### config.mk
export PLATFORM = sky130hd
export DESIGN_NAME = fpps_ctrl
export DESIGN_NICKNAME = d
export VERILOG_FILES = /design/src/frac_pll_parameter_solver_assert.svh /design/src/fpps_pkg.sv /design/src/fpps_ctrl.sv
export SDC_FILE = /design/constraint.sdc
export NUM_CORES = 1
export LEC_CHECK = 0
export ABC_AREA = 1
export CAP_MARGIN = 10
export CELL_PAD_IN_SITES_DETAIL_PLACEMENT = 1
export CELL_PAD_IN_SITES_GLOBAL_PLACEMENT = 2
export CORE_UTILIZATION = 29
export CTS_CLUSTER_DIAMETER = 100
export DETAILED_ROUTE_END_ITERATION = 7
export DONT_BUFFER_PORTS = 1
export PLACE_DENSITY_LB_ADDON = 0.05
export SKIP_LAST_GASP = 1
export SYNTH_ARGS = -nofsm -noshare
export SYNTH_HDL_FRONTEND = slang
export SYNTH_SLANG_ARGS = --single-unit
### constraint.sdc
create_clock -name clk -period 1.07 [get_ports clk]
set_input_delay 0.0535 -clock clk [delete_from_list [all_inputs] [get_ports clk]]
set_output_delay 0.0535 -clock clk [all_outputs]
set_load 0.02 [all_outputs]
### src/frac_pll_parameter_solver_assert.svh
// Assertion macros for the fractional-N PLL parameter solver.
`ifndef FRAC_PLL_PARAMETER_SOLVER_ASSERT_SVH
`define FRAC_PLL_PARAMETER_SOLVER_ASSERT_SVH
`ifndef SYNTH
`define FPPS_ASSERT(lbl, prop) \
    lbl: assert property (@(posedge clk) disable iff (!rst_n) prop) \
        else $error("fpps assertion failed");
`define FPPS_ASSERT_NEXT(lbl, ante, cons) \
    lbl: assert property (@(posedge clk) disable iff (!rst_n) (ante) |=> (cons)) \
        else $error("fpps assertion failed");
`else
`define FPPS_ASSERT(lbl, prop)
`define FPPS_ASSERT_NEXT(lbl, ante, cons)
`endif
`endif

### src/fpps_pkg.sv
// Types, constants and helper functions shared by the PLL solver modules.
package fpps_pkg;

    localparam int NUM_W = 64;
    localparam int DEN_W = 32;
    localparam logic [16:0] BYPASS_WORD = 17'h10000;
    localparam logic [8:0] DIV_CLAMP = 9'd510;
    localparam logic [19:0] HZ_PER_MHZ = 20'd1000000;
    localparam logic [31:0] RECIP_10 = 32'hCCCCCCCD;
    localparam int RECIP_SHIFT = 35;

    typedef enum logic [1:0] {
        REG_REF_CLOCK = 2'd0,
        REG_REF_DIV   = 2'd1,
        REG_MIN_VCO   = 2'd2,
        REG_MAX_VCO   = 2'd3
    } reg_idx_t;

    typedef enum logic [2:0] {
        OP_FREF,
        OP_MINC,
        OP_MAXC,
        OP_M,
        OP_FRAC
    } div_op_t;

    typedef enum logic [2:0] {
        S_IDLE,
        S_DIV_GO,
        S_DIV_WAIT,
        S_ZCHK,
        S_MUL,
        S_CHECK,
        S_TEST,
        S_FINISH
    } state_t;

    typedef struct packed {
        logic    load_in;
        logic    start;
        div_op_t op;
        logic    tenth;
        logic    mul;
        logic    step;
        logic    load_out;
        logic    found;
    } cmd_t;

    typedef struct packed {
        logic div_done;
        logic zero_case;
        logic c_over;
        logic in_range;
    } status_t;

    function automatic logic [16:0] encode_counter(input logic [32:0] v);
        logic [8:0] vc;
        logic [7:0] hi;
        logic [8:0] lo;
        vc = (v > 33'(DIV_CLAMP)) ? DIV_CLAMP : v[8:0];
        hi = vc[8:1];
        lo = vc - {1'b0, hi};
        if (v < 33'd2) begin
            return BYPASS_WORD;
        end
        return {1'b0, hi, lo[7:0]};
    endfunction

endpackage

### src/fpps_ctrl.sv
// Controller state machine sequencing the divider passes and the divider search.
module fpps_ctrl (
    input  logic              clk,
    input  logic              rst_n,
    input  logic              req_valid,
    output logic              req_stall,
    output logic              rsp_valid,
    input  logic              rsp_stall,
    input  fpps_pkg::status_t status,
    output fpps_pkg::cmd_t    cmd
);
    import fpps_pkg::*;

    state_t  state_reg, state_next;
    div_op_t op_reg, op_next;
    logic    found_reg, found_next;
    logic    rsp_valid_reg, rsp_valid_next;

    always_comb
    begin
        state_next     = state_reg;
        op_next        = op_reg;
        found_next     = found_reg;
        rsp_valid_next = rsp_valid_reg && rsp_stall;
        cmd            = '0;
        cmd.op         = op_reg;
        cmd.found      = found_reg;
        case (state_reg)
            S_IDLE:
            begin
                if (req_valid) begin
                    cmd.load_in = 1'b1;
                    op_next     = OP_FREF;
                    found_next  = 1'b0;
                    state_next  = S_DIV_GO;
                end
            end
            S_DIV_GO:
            begin
                cmd.start  = 1'b1;
                state_next = S_DIV_WAIT;
            end
            S_DIV_WAIT:
            begin
                if (status.div_done) begin
                    state_next = S_DIV_GO;
                    case (op_reg)
                        OP_FREF: state_next = S_ZCHK;
                        OP_MINC: op_next = OP_MAXC;
                        OP_MAXC: state_next = S_MUL;
                        OP_M:    state_next = S_TEST;
                        OP_FRAC:
                        begin
                            found_next = 1'b1;
                            state_next = S_FINISH;
                        end
                        default: state_next = S_FINISH;
                    endcase
                end
            end
            S_ZCHK:
            begin
                if (status.zero_case) begin
                    state_next = S_FINISH;
                end else begin
                    cmd.tenth  = 1'b1;
                    op_next    = OP_MINC;
                    state_next = S_DIV_GO;
                end
            end
            S_MUL:
            begin
                cmd.mul    = 1'b1;
                state_next = S_CHECK;
            end
            S_CHECK:
            begin
                if (status.c_over) begin
                    state_next = S_FINISH;
                end else begin
                    op_next    = OP_M;
                    state_next = S_DIV_GO;
                end
            end
            S_TEST:
            begin
                if (status.in_range) begin
                    op_next    = OP_FRAC;
                    state_next = S_DIV_GO;
                end else begin
                    cmd.step   = 1'b1;
                    state_next = S_CHECK;
                end
            end
            S_FINISH:
            begin
                if (!rsp_valid_reg || !rsp_stall) begin
                    cmd.load_out   = 1'b1;
                    rsp_valid_next = 1'b1;
                    state_next     = S_IDLE;
                end
            end
            default: state_next = S_IDLE;
        endcase
    end

    always_ff @(posedge clk or negedge rst_n)
    begin
        if (!rst_n) begin
            state_reg     <= S_IDLE;
            op_reg        <= OP_FREF;
            found_reg     <= 1'b0;
            rsp_valid_reg <= 1'b0;
        end else begin
            state_reg     <= state_next;
            op_reg        <= op_next;
            found_reg     <= found_next;
            rsp_valid_reg <= rsp_valid_next;
        end
    end

    assign req_stall = (state_reg != S_IDLE);
    assign rsp_valid = rsp_valid_reg;

endmodule

After elaboration in Yosys (flattened, before gate mapping) --
Index checks and enable logic that the tools add are counted.
Word-level totals: bits of input ports 8, register bits 8, word-level logic and storage cells 66, output and inout bits 12
Cells by class: eq/ne operators 19, muxes and demuxes 31, reduce and logical (&&, ||, !) cells 12
Operators by type and width (count):
- 2-to-1 mux 3 bit | 12
- one-hot mux 3 bit (8 select lines) | 1
- == test 3 bit, second input constant | 5
- 2-to-1 mux 1 bit | 15
- one-hot mux 3 bit (5 select lines) | 1
- != test 2 bit, second input constant | 7
- == test 3 x 2 -> 1 bit, second input constant | 4
- one-hot mux 3 bit (4 select lines) | 1
- AND reduction 7 bit | 1
- == test 3 x 1 -> 1 bit, second input constant | 2
- logical NOT 3 bit | 2
- nonzero test 5 bit | 1
- AND reduction 4 bit | 1
- AND reduction 3 bit | 1
- nonzero test 3 bit | 1
- logical NOT 1 bit | 2
- != test 2 x 1 -> 1 bit, second input constant | 1
- one-hot mux 1 bit (2 select lines) | 1
- nonzero test 2 bit | 1
- logical AND 1 bit | 1
- logical OR 1 bit | 1

Depth between registers and ports, before layout --
Gate-level depths: netlist of the first run.
word-level depth 4, gate-level depth with buffers 9, mapped depth without buffers 8

Least setup slack after synthesis of the first run --
Ideal clock, no wire load.
path kind reg-to-reg, start register state_reg[1], end register state_reg[1], library setup time 0.065 ns, path slack -0.137 ns, required time 1.005 ns, path buffers 1, cell stages (with the launch flop) 7, period minus slack after synthesis 1.207 ns, arrival time 1.141 ns, cells stage by stage dfrtp_1 buf_6 inv_6 nand2_1 nor2_1 o21ai_0 nand2_1
On the way: longest elaborated chain between the ends 3, elaborated cells on any way between the ends 13, classes of those cells 10 x eq/ne; 1 x mux; 2 x reduce/logical
RTL lines:
- start: declaration | line fpps_ctrl.sv:14 | state_t state_reg, state_next;
- start signal: assignment | line fpps_ctrl.sv:115 | state_reg <= state_next;
- == test 3 bit, or another cell as far along | line fpps_ctrl.sv:28 | case (state_reg)
- != test 2 bit (no line)
- AND reduction 3 bit (no line)
Several ways; a longest one is shown, not always the timed one. A chain may end at the register's enable or synchronous reset.

Worst setup path in the final report of the first run --
start register state_reg[2], end register state_reg[1]
The elaborated chain is that of the path after synthesis.

==> flow_metrics.env, run 1 <==
export IMPL_wl_um=2420
export IMPL_grt_max_degree=11
export IMPL_dp_hpwl_um=1640
export IMPL_critical_path_top_delay_family="flip-flops"
export IMPL_startpoint_type="flop"
export IMPL_skew_ns=0.0121
export IMPL_hold_class="input pin to flop"
export IMPL_synthFlopType="dfrtp_1"
export IMPL_htree_levels=1
export IMPL_power_leakage_nw=0.597
export IMPL_finalCritPeriodShare=1.28
export IMPL_post_route_min_period_ns=1.37
export IMPL_powerDensity_nw_per_um2=2770
export IMPL_portBuffers=0
export IMPL_path_cells="clkinv_4, buf_4, nand4_1, nand2_2, inv_1, nand2_1, o21ai_1, nand2_1"
export IMPL_synth_cell_type_count=21
export IMPL_dpl_cell_area_sq_um=907
export IMPL_ant_nets=0
export IMPL_clkLatencyLatePin_ns=0.27
export IMPL_cp_max_fo=5
export IMPL_route_detailed_wl_per_inst_um=14.7
export IMPL_end_kind="flop"
export IMPL_num_rows=17
export IMPL_ys_seq_elements=8
export IMPL_chipHeight_um=50.3
export IMPL_rsz0062_at_grt="yes"
export IMPL_crit_path_top_delay_cell="dfrtp_2"
export IMPL_finalPower_mw=3.29
export IMPL_firstDrtPassIters=4
export IMPL_start_util=0.306
export IMPL_critPathKind="flop to flop"
export IMPL_syn_area_sq_um=677
export IMPL_antenna_found_initial=0
export IMPL_layout_common_cells="buf_4, nand2_1, buf_6"
export IMPL_final_common_cell="buf_4"
export IMPL_layout_setup_ws_ns=-0.298
export IMPL_path_buf_inv=3
export IMPL_critPathMaxStageDelay_ns=0.44
export IMPL_peakVddDrop_mv=1.53
export IMPL_grt_pass1_wl_um=3680
export IMPL_final_area_sq_um=1190
export IMPL_io_pin_count=20
export IMPL_postLayoutCoreUtil=0.536
export IMPL_num_vias=788
export IMPL_postSynthAreaPerCell_sq_um=7.13
export IMPL_insertedDiodeCount=0
export IMPL_gp_congestion=0.795
export IMPL_finalHoldViolCount=0
export IMPL_cp_data_required_time_ns=1.20
export IMPL_run_status="finished with violations"
export IMPL_drtIter0Drc=13
export IMPL_worst_pin_slew_ns=0.391
export IMPL_fillCellCount=280
export IMPL_cts_buffers=3
export IMPL_cp_arrival_ns=1.50
export IMPL_clock_fmax_ghz=0.731
export IMPL_cts_sinks=8
export IMPL_max_slew_margin_rel=0.738
export IMPL_syn_num_nets=103
export IMPL_grt_usage=0.200
export IMPL_grt_pass1_vias=823
export IMPL_die_w_um=50.3
export IMPL_drive_gt1_frac=0.625
export IMPL_remaining_drc_errors=0
export IMPL_setup_violations_final=14
export IMPL_hold_slack_ns=0.117
export IMPL_violations="setup timing"
export IMPL_cts_root_buf="clkbuf_4"
export IMPL_core_sq_um=2210
export IMPL_syn_inst=95
export IMPL_clk_pin_slew_worst_paths_ns=0.05
export IMPL_cts_buffer_depth=2
export IMPL_slew_violations=0
export IMPL_viasPerCell=4.80
export IMPL_synth_edf_count=0
export IMPL_ys_async_sr_fraction=1.00
export IMPL_die_area_sq_um=2530
export IMPL_path_common_cell="nand2_1"
export IMPL_drv_cap=0
export IMPL_syn_to_final_growth_pct=75.2
export IMPL_ys_seq_area_frac=0.296
export IMPL_tritoncts="built"
export IMPL_fin_nets=145
export IMPL_grt_overflow_total=0
export IMPL_ys_warn_count=0
[worst register-to-register path, delay by kind of cell (launching register included)]
family	cells	cell delay [ns]
AOI/OAI and AO/OA	1	0.15
buffers and inverters	3	0.32
DFF	1	0.44
and+or+nand+nor	4	0.33
[per-stage QoR]
| step | setup slack, ns | setup TNS [ns] | std cells |
|---|---|---|---|
| finish | -0.298 | -3.55 | 164 |
| global route | -0.349 | -4.39 | 164 |
| CTS | -0.287 | -3.57 | 161 |
| detailed placement | -0.315 | -2.53 | 145 |
| global placement | -0.313 | -2.47 | 145 |
| floorplan | -0.0451 | -0.272 | 95 |
[synthesized netlist by cell type, types with 2 or more instances]
library cell	number	share of area
a21oi_1	6	0.044
buf_6	3	0.050
dfrtp_1	8	0.30
inv_1	8	0.044
inv_2	2	0.011
inv_6	2	0.026
nand2_1	22	0.12
nand2_2	5	0.046
nand3_1	12	0.089
nand3_2	4	0.059
nand4_1	2	0.018
nor2_1	8	0.044
nor2_2	2	0.018
nor2_4	2	0.033
o21ai_0	3	0.022
[power breakdown]
part	total (mW)	internal (mW)	switching, mW
combinational	2.44	1.09	1.35
sequential	0.584	0.415	0.169
clock	0.263	0.144	0.120
total	3.29	1.65	1.64
[per-layer routing]
layer  global-route usage  vias up  routed length [um]
li1                     -      389                   -
met1                0.224      381                 993
met2                0.373       14                1340
met3               0.0455        4                  70
met4               0.0556        0                  19
met5                    0        -                   0
[final timing paths]
kind                            depth (start not counted)  slack [ns]         start      endpoint
worst max-delay path                                    8       -0.30  state_reg[2]  state_reg[1]
worst min register to register                          2        0.54     rsp_valid     rsp_valid
min in group asynchronous                               1        0.14         rst_n     found_reg
max in group asynchronous                               1        0.62         rst_n  state_reg[1]
worst max register to register                          8       -0.30  state_reg[2]  state_reg[1]
worst min-delay path                                    3        0.12     status[3]  state_reg[1]
[cell type report]
class / count / area (sq um) / area share
clock buffer: 4 / 26.3 / 0.0222
sequential: 8 / 206 / 0.174
tap: 28 / 35.0 / 0.0295
multi-input combinational: 71 / 503 / 0.424
timing repair buffer: 41 / 355 / 0.300
inverter: 12 / 60.1 / 0.0506
[logic make-up (layout without fill, tap and decap cells)]
logic type,Yosys count,in the layout,share of synthesized area
buffers and inverters,16,57,0.142
DFF,8,8,0.296
AOI/OAI and AO/OA,11,11,0.0850
and+or+nand+nor,60,60,0.477
[timing repair]
action | CTS | global route
endpoints found under the hold margin | 9 | 0
gates cloned | 0 | 0
setup buffers | 10 | 3
hold buffers | 2 | 0
resized for setup | 22 | 13
pin swaps | 5 | 6
setup endpoints to repair | 15 | 14
(Power assumes the default switching activity.)
==> run 2, diff against run 1 <==
ABC_AREA = not set   (was 1)
CORE_UTILIZATION = 30   (was 29)
==> run 2 against run 1 <==
  * The run ends with hold timing, setup timing left
  * Combinational power up 27%
  * Hold slack worse by 0.12 ns
  * Worst setup slack got worse by 0.11 ns
  * Non-clock buffer count rose by 6
  * First-iteration DRC count shrank 31%
  * Clock-buffer cell count is the same
  * Core utilization is 8.6 points higher
  * Die area shrank 7.8%
  * Sequential power decreased by 2%
  * Register-to-register slack got worse by 0.08 ns
  * Critical endpoint is now cmd[9]
  * Largest cell class unchanged
  * Highest routed layer unchanged
==> flow_metrics.env, run 2 <==
export IMPL_remaining_drc_errors=0
export IMPL_timing_rr_end="op_reg[0]"
export IMPL_clkLatencyLatePin_ns=0.26
export IMPL_hold_start="status[2]"
export IMPL_path_buf_inv=2
export IMPL_rsz0062_at_grt="yes"
export IMPL_htree_levels=1
export IMPL_ys_seq_elements=8
export IMPL_slew_violations=0
export IMPL_synth_area_leaders="dfrtp_1, a21oi_1, nand2_1, nor3b_1, o21ai_0"
export IMPL_synth_cell_type_count=36
export IMPL_postSynthAreaPerCell_sq_um=8.35
export IMPL_clk_pin_slew_worst_paths_ns=0.06
export IMPL_viasPerCell=5.11
export IMPL_critPathMaxStageDelay_ns=0.39
export IMPL_end_kind="output port"
export IMPL_r2r_slack_ns=-0.38
export IMPL_powerDensity_nw_per_um2=3190
export IMPL_ys_async_sr_fraction=1.00
export IMPL_gp_congestion=0.877
export IMPL_cp_max_fo=3
export IMPL_io_pin_count=20
export IMPL_ys_seq_area_frac=0.311
export IMPL_cp_data_required_time_ns=1.02
export IMPL_chipHeight_um=48.3
export IMPL_synthAdderAreaFrac=0
export IMPL_tritoncts="built"
export IMPL_drive_gt1_frac=0.612
export IMPL_num_vias=756
export IMPL_violations="hold timing, setup timing"
export IMPL_cp_arrival_ns=1.43
export IMPL_portBuffers=0
export IMPL_ys_warn_count=0
export IMPL_hold_class="input pin to flop"
export IMPL_core_sq_um=1980
export IMPL_layout_common_cells="buf_4, buf_6, nand2_1, dfrtp_1"
export IMPL_worst_pin_slew_ns=0.405
export IMPL_min_to="state_reg[2]"
export IMPL_tns_ns=-4.16
export IMPL_die_area_sq_um=2330
export IMPL_ant_nets=0
export IMPL_critical_path_top_delay_family="simple AND/OR/NAND/NOR gates"
export IMPL_reg2reg_depth=5
export IMPL_finalHoldViolCount=1
export IMPL_cts_buffers=3
export IMPL_multi_input_area_sq_um=517
export IMPL_drv_cap=0
export IMPL_hold_slack_ns=-0.00482
export IMPL_yosys_area_top_type_share=0.311
export IMPL_syn_area_sq_um=643
export IMPL_critPathKind="flop to output port"
export IMPL_r2r_start="state_reg[2]"
export IMPL_dp_cells=126
export IMPL_fin_cells=148
export IMPL_syn_num_nets=85
export IMPL_fillCellCount=229
export IMPL_max_slew_margin_rel=0.729
export IMPL_startpoint_type="flop"
export IMPL_syn_to_final_growth_pct=91.8
export IMPL_synth_edf_count=0
export IMPL_grt_pass1_wl_um=4200
export IMPL_peakVddDrop_mv=1.68
export IMPL_crit_path_top_delay_cell="dfrtp_1"
export IMPL_num_rows=16
export IMPL_critical_path_depth=4
export IMPL_final_seq_area_sq_um=204
export IMPL_path_common_cell="buf_6"
export IMPL_cts_sinks=8
export IMPL_post_route_min_period_ns=1.48
export IMPL_synthFlopType="dfrtp_1"
export IMPL_grt_pass1_vias=843
export IMPL_path_cells="buf_6, buf_6, or3_4, nor2_4"
export IMPL_synth_mux_area_frac=0
export IMPL_finalCritPeriodShare=1.38
export IMPL_grt_overflow_total=0
export IMPL_start_util=0.324
export IMPL_drtIter0Drc=9
export IMPL_route_detailed_wl_per_inst_um=17.0
export IMPL_synth_largest_area_cell="dfrtp_1"
export IMPL_dp_hpwl_um=1550
export IMPL_wl_um=2510
export IMPL_grt_usage=0.230
export IMPL_layout_setup_ws_ns=-0.409
export IMPL_min_path_cells=2
export IMPL_syn_inst=77
export IMPL_cts_buffer_depth=2
export IMPL_synth_top_cells_by_count="dfrtp_1, nand2_1, a21oi_1, nor2_1, o21ai_0"
export IMPL_synth_top_family_by_area="compound AO/OA/AOI/OAI gates"
export IMPL_antenna_found_initial=0
export IMPL_synthXorXnorAreaFrac=0.0136
export IMPL_synth_compound_area_frac=0.307
export IMPL_clock_fmax_ghz=0.676
export IMPL_finalPower_mw=3.94
export IMPL_insertedDiodeCount=0
export IMPL_fin_nets=130
export IMPL_skew_ns=0.00404
export IMPL_firstDrtPassIters=3
export IMPL_cts_root_buf="clkbuf_4"
export IMPL_final_common_cell="buf_4"
export IMPL_run_status="finished with violations"
export IMPL_yosys_area_share_simple=0.267
export IMPL_die_w_um=48.3
export IMPL_grt_max_degree=9
export IMPL_power_leakage_nw=0.556
export IMPL_setup_violations_final=14
## run 2: report_power, final
| group | total (mW) | switching, mW | internal, mW |
|---|---|---|---|
| logic | 3.10 | 1.43 | 1.67 |
| clock network | 0.263 | 0.119 | 0.144 |
| registers | 0.573 | 0.137 | 0.436 |
## run 2: layout make-up
class	count	share of cell area
Clock buffer	4	0.0213
Inverter	4	0.0122
Multi-Input combinational cell	58	0.419
Sequential cell	8	0.165
Tap cell	27	0.0274
Timing Repair Buffer	47	0.355
## run 2: worst max path at each step
stage	start	slack, ns	end
finish	state_reg[2]	-0.41	cmd[9]
global route	state_reg[2]	-0.47	op_reg[0]
CTS	state_reg[2]	-0.44	cmd[9]
detailed placement	state_reg[2]	-0.35	op_reg[0]
global placement	state_reg[0]	-0.31	op_reg[0]
floorplan	state_reg[2]	-0.26	op_reg[0]
## run 2: cell families (layout without fill, tap and decap cells)
logic type             Yosys count  count (layout)
AO/OA/AOI/OAI                   26              26
XOR/XNOR                         1               1
buffers and inverters           11              55
flip-flops                       8               8
AND/OR/NAND/NOR                 31              31
## run 2: per-stage QoR
step | hold WS [ns] | setup WS (ns) | util | area, sq um
CTS | -0.0121 | -0.442 | 0.590 | 1170
detailed placement | -0.242 | -0.352 | 0.446 | 883
global placement | -0.242 | -0.306 | 0.446 | 883
global route | 0.00845 | -0.473 | 0.622 | 1230
floorplan | -0.242 | -0.258 | - | 693
finish | -0.00482 | -0.409 | 0.622 | 1230
## run 2: routing by layer
| layer | up-vias | GRT usage | part of all wire |
|---|---|---|---|
| li1 | 367 | - | - |
| met1 | 366 | 0.300 | 0.46 |
| met2 | 16 | 0.392 | 0.49 |
| met3 | 7 | 0.0283 | 0.029 |
| met4 | 0 | 0.0735 | 0.020 |
| met5 | - | 0 | 0 |
## run 2: what timing repair did
action / CTS / global route
setup endpoints to repair: 15 / 15
pin swaps: 12 / 11
gates resized for setup: 32 / 13
hold endpoints to repair: 11 / 0
hold buffers: 4 / 0
setup buffers: 12 / 2
==> run 3, diff against run 2 <==
BUFFER_PORTS_ARGS = -buffer_cell sky130_fd_sc_hd__buf_2   (was not set)
CORE_UTILIZATION = 25   (was 30)
DONT_BUFFER_PORTS = not set   (was 1)
==> run 3 against run 2 <==
  * Core utilization is 10 points lower
  * The run ends with setup timing left
  * Combinational power about the same
  * Hold slack gained 0.097 ns
  * Flip-flop and latch count unchanged
  * Final area up 3.7%
  * Largest power group unchanged
  * Non-clock buffer count rose by 12
  * Clock power rose by 5%
  * Via count increased by 9.0%
  * Cell count rose by 10%
  * Routed wire length increased by 3.5%
  * Die area increased by 19%
  * First-iteration DRC count down 22%
==> flow_metrics.env, run 3 (synthesis gave the netlist of run 2 again) <==
export IMPL_run_status="finished with violations"
export IMPL_violations="setup timing"
export IMPL_fin_cells=163
export IMPL_multi_input_area_sq_um=507
export IMPL_cp_arrival_ns=1.67
export IMPL_dp_hpwl_um=1700
export IMPL_final_seq_area_sq_um=205
export IMPL_num_rows=18
export IMPL_clock_fmax_ghz=0.653
export IMPL_htree_levels=1
export IMPL_grt_usage=0.204
export IMPL_cp_max_fo=4
export IMPL_hold_start="rsp_stall"
export IMPL_firstDrtPassIters=4
export IMPL_final_common_cell="buf_4"
export IMPL_chipHeight_um=52.7
export IMPL_r2r_slack_ns=-0.46
export IMPL_grt_pass1_vias=835
export IMPL_min_to="rsp_valid"
export IMPL_end_kind="flop"
export IMPL_worst_pin_slew_ns=0.241
export IMPL_dp_slack_ns=-0.348
export IMPL_critPathMaxStageDelay_ns=0.40
export IMPL_timing_rr_end="op_reg[0]"
export IMPL_min_path_cells=3
export IMPL_core_sq_um=2450
export IMPL_drtIter0Drc=7
export IMPL_portBuffers=19
export IMPL_reg2reg_depth=6
export IMPL_peakVddDrop_mv=1.31
export IMPL_drive_gt1_frac=0.669
export IMPL_cts_root_buf="clkbuf_4"
export IMPL_dp_cells=147
export IMPL_viasPerCell=5.06
export IMPL_fillCellCount=290
export IMPL_crit_path_top_delay_cell="dfrtp_1"
export IMPL_insertedDiodeCount=0
export IMPL_gp_congestion=0.801
export IMPL_tritoncts="built"
export IMPL_start_util=0.262
export IMPL_remaining_drc_errors=0
export IMPL_cts_buffers=3
export IMPL_setup_violations_final=15
export IMPL_fin_nets=142
export IMPL_grt_pass1_wl_um=3980
export IMPL_grt_overflow_total=0
export IMPL_post_route_min_period_ns=1.53
export IMPL_path_cells="buf_6, buf_4, nor2_4, a221o_1, o211ai_2, a211o_1"
export IMPL_io_pin_count=20
export IMPL_route_detailed_wl_per_inst_um=15.9
export IMPL_syn_to_final_growth_pct=98.8
export IMPL_skew_ns=0.0208
export IMPL_finalHoldViolCount=0
export IMPL_critPathKind="flop to flop"
export IMPL_drv_cap=0
export IMPL_postLayoutCoreUtil=0.521
export IMPL_num_vias=824
export IMPL_grt_max_degree=9
export IMPL_die_area_sq_um=2780
export IMPL_antenna_found_initial=0
export IMPL_layout_setup_ws_ns=-0.461
export IMPL_clkLatencyLatePin_ns=0.28
export IMPL_ant_nets=0
export IMPL_hold_class="input pin to flop"
export IMPL_wl_um=2600
export IMPL_cts_sinks=8
export IMPL_clk_pin_slew_worst_paths_ns=0.08
export IMPL_finalCritPeriodShare=1.43
export IMPL_layout_common_cells="buf_4, buf_6, buf_2"
export IMPL_die_w_um=52.7
export IMPL_powerDensity_nw_per_um2=3090
export IMPL_cp_data_required_time_ns=1.21
export IMPL_rsz0062_at_grt="yes"
export IMPL_r2r_start="state_reg[2]"
export IMPL_cts_buffer_depth=2
export IMPL_power_leakage_nw=0.610
export IMPL_slew_violations=0
export IMPL_startpoint_type="flop"
export IMPL_finalPower_mw=3.96
export IMPL_max_slew_margin_rel=0.838
[run 3: power by group]
part	internal [mW]	switching (mW)
Sequential	0.439	0.146
Clock	0.144	0.131
Combinational	1.68	1.42
Total	2.26	1.69
[run 3: repair_timing]
item / in CTS / in global routing
gates cloned: 0 / 0
gates resized for setup: 36 / 11
buffers inserted: 7 / 4
pin swaps: 13 / 7
hold buffers: 1 / 0
setup endpoints to repair: 16 / 17
endpoints found under the hold margin: 8 / 0
[run 3: how the worst max path moves through the flow]
stage                       from        end  slack (ns)
floorplan           state_reg[2]  op_reg[0]       -0.26
global placement    state_reg[1]  op_reg[0]       -0.30
detailed placement  state_reg[0]  op_reg[0]       -0.35
CTS                 state_reg[1]     cmd[9]       -0.43
global route        state_reg[1]     cmd[9]       -0.50
finish              state_reg[2]  op_reg[0]       -0.46
[run 3: critical path: cells and delay by family, from the launching register on]
family / cells / cell delay, ns
flip-flops: 1 / 0.40
AO/OA/AOI/OAI: 3 / 0.63
buffers and inverters: 2 / 0.28
AND/OR/NAND/NOR: 1 / 0.09
[run 3: through the flow]
step                      hold WS (ns)  instance area [sq um]  setup TNS (ns)
after floorplan                 -0.242                    693           -1.35
after global placement         -0.0765                    987           -2.29
after detailed placement       -0.0787                    987           -2.47
after CTS                       0.0986                   1210           -3.97
after global routing             0.125                   1280           -5.14
final                           0.0924                   1280           -4.46
[run 3: layout make-up]
cell class	count	area share
flip-flops and latches	8	0.160
inverters	4	0.0117
clock buffers	4	0.0205
well taps	30	0.0294
repair buffers	59	0.382
multi-input cells	58	0.396
[run 3: metal layers]
metal / up-vias / share of wire / global-route usage
met1: 416 / 0.44 / 0.241
met3: 2 / 0.030 / 0.0435
li1: 389 / - / -
met2: 17 / 0.53 / 0.373
met5: - / 0 / 0
met4: 0 / 0.0046 / 0.0395
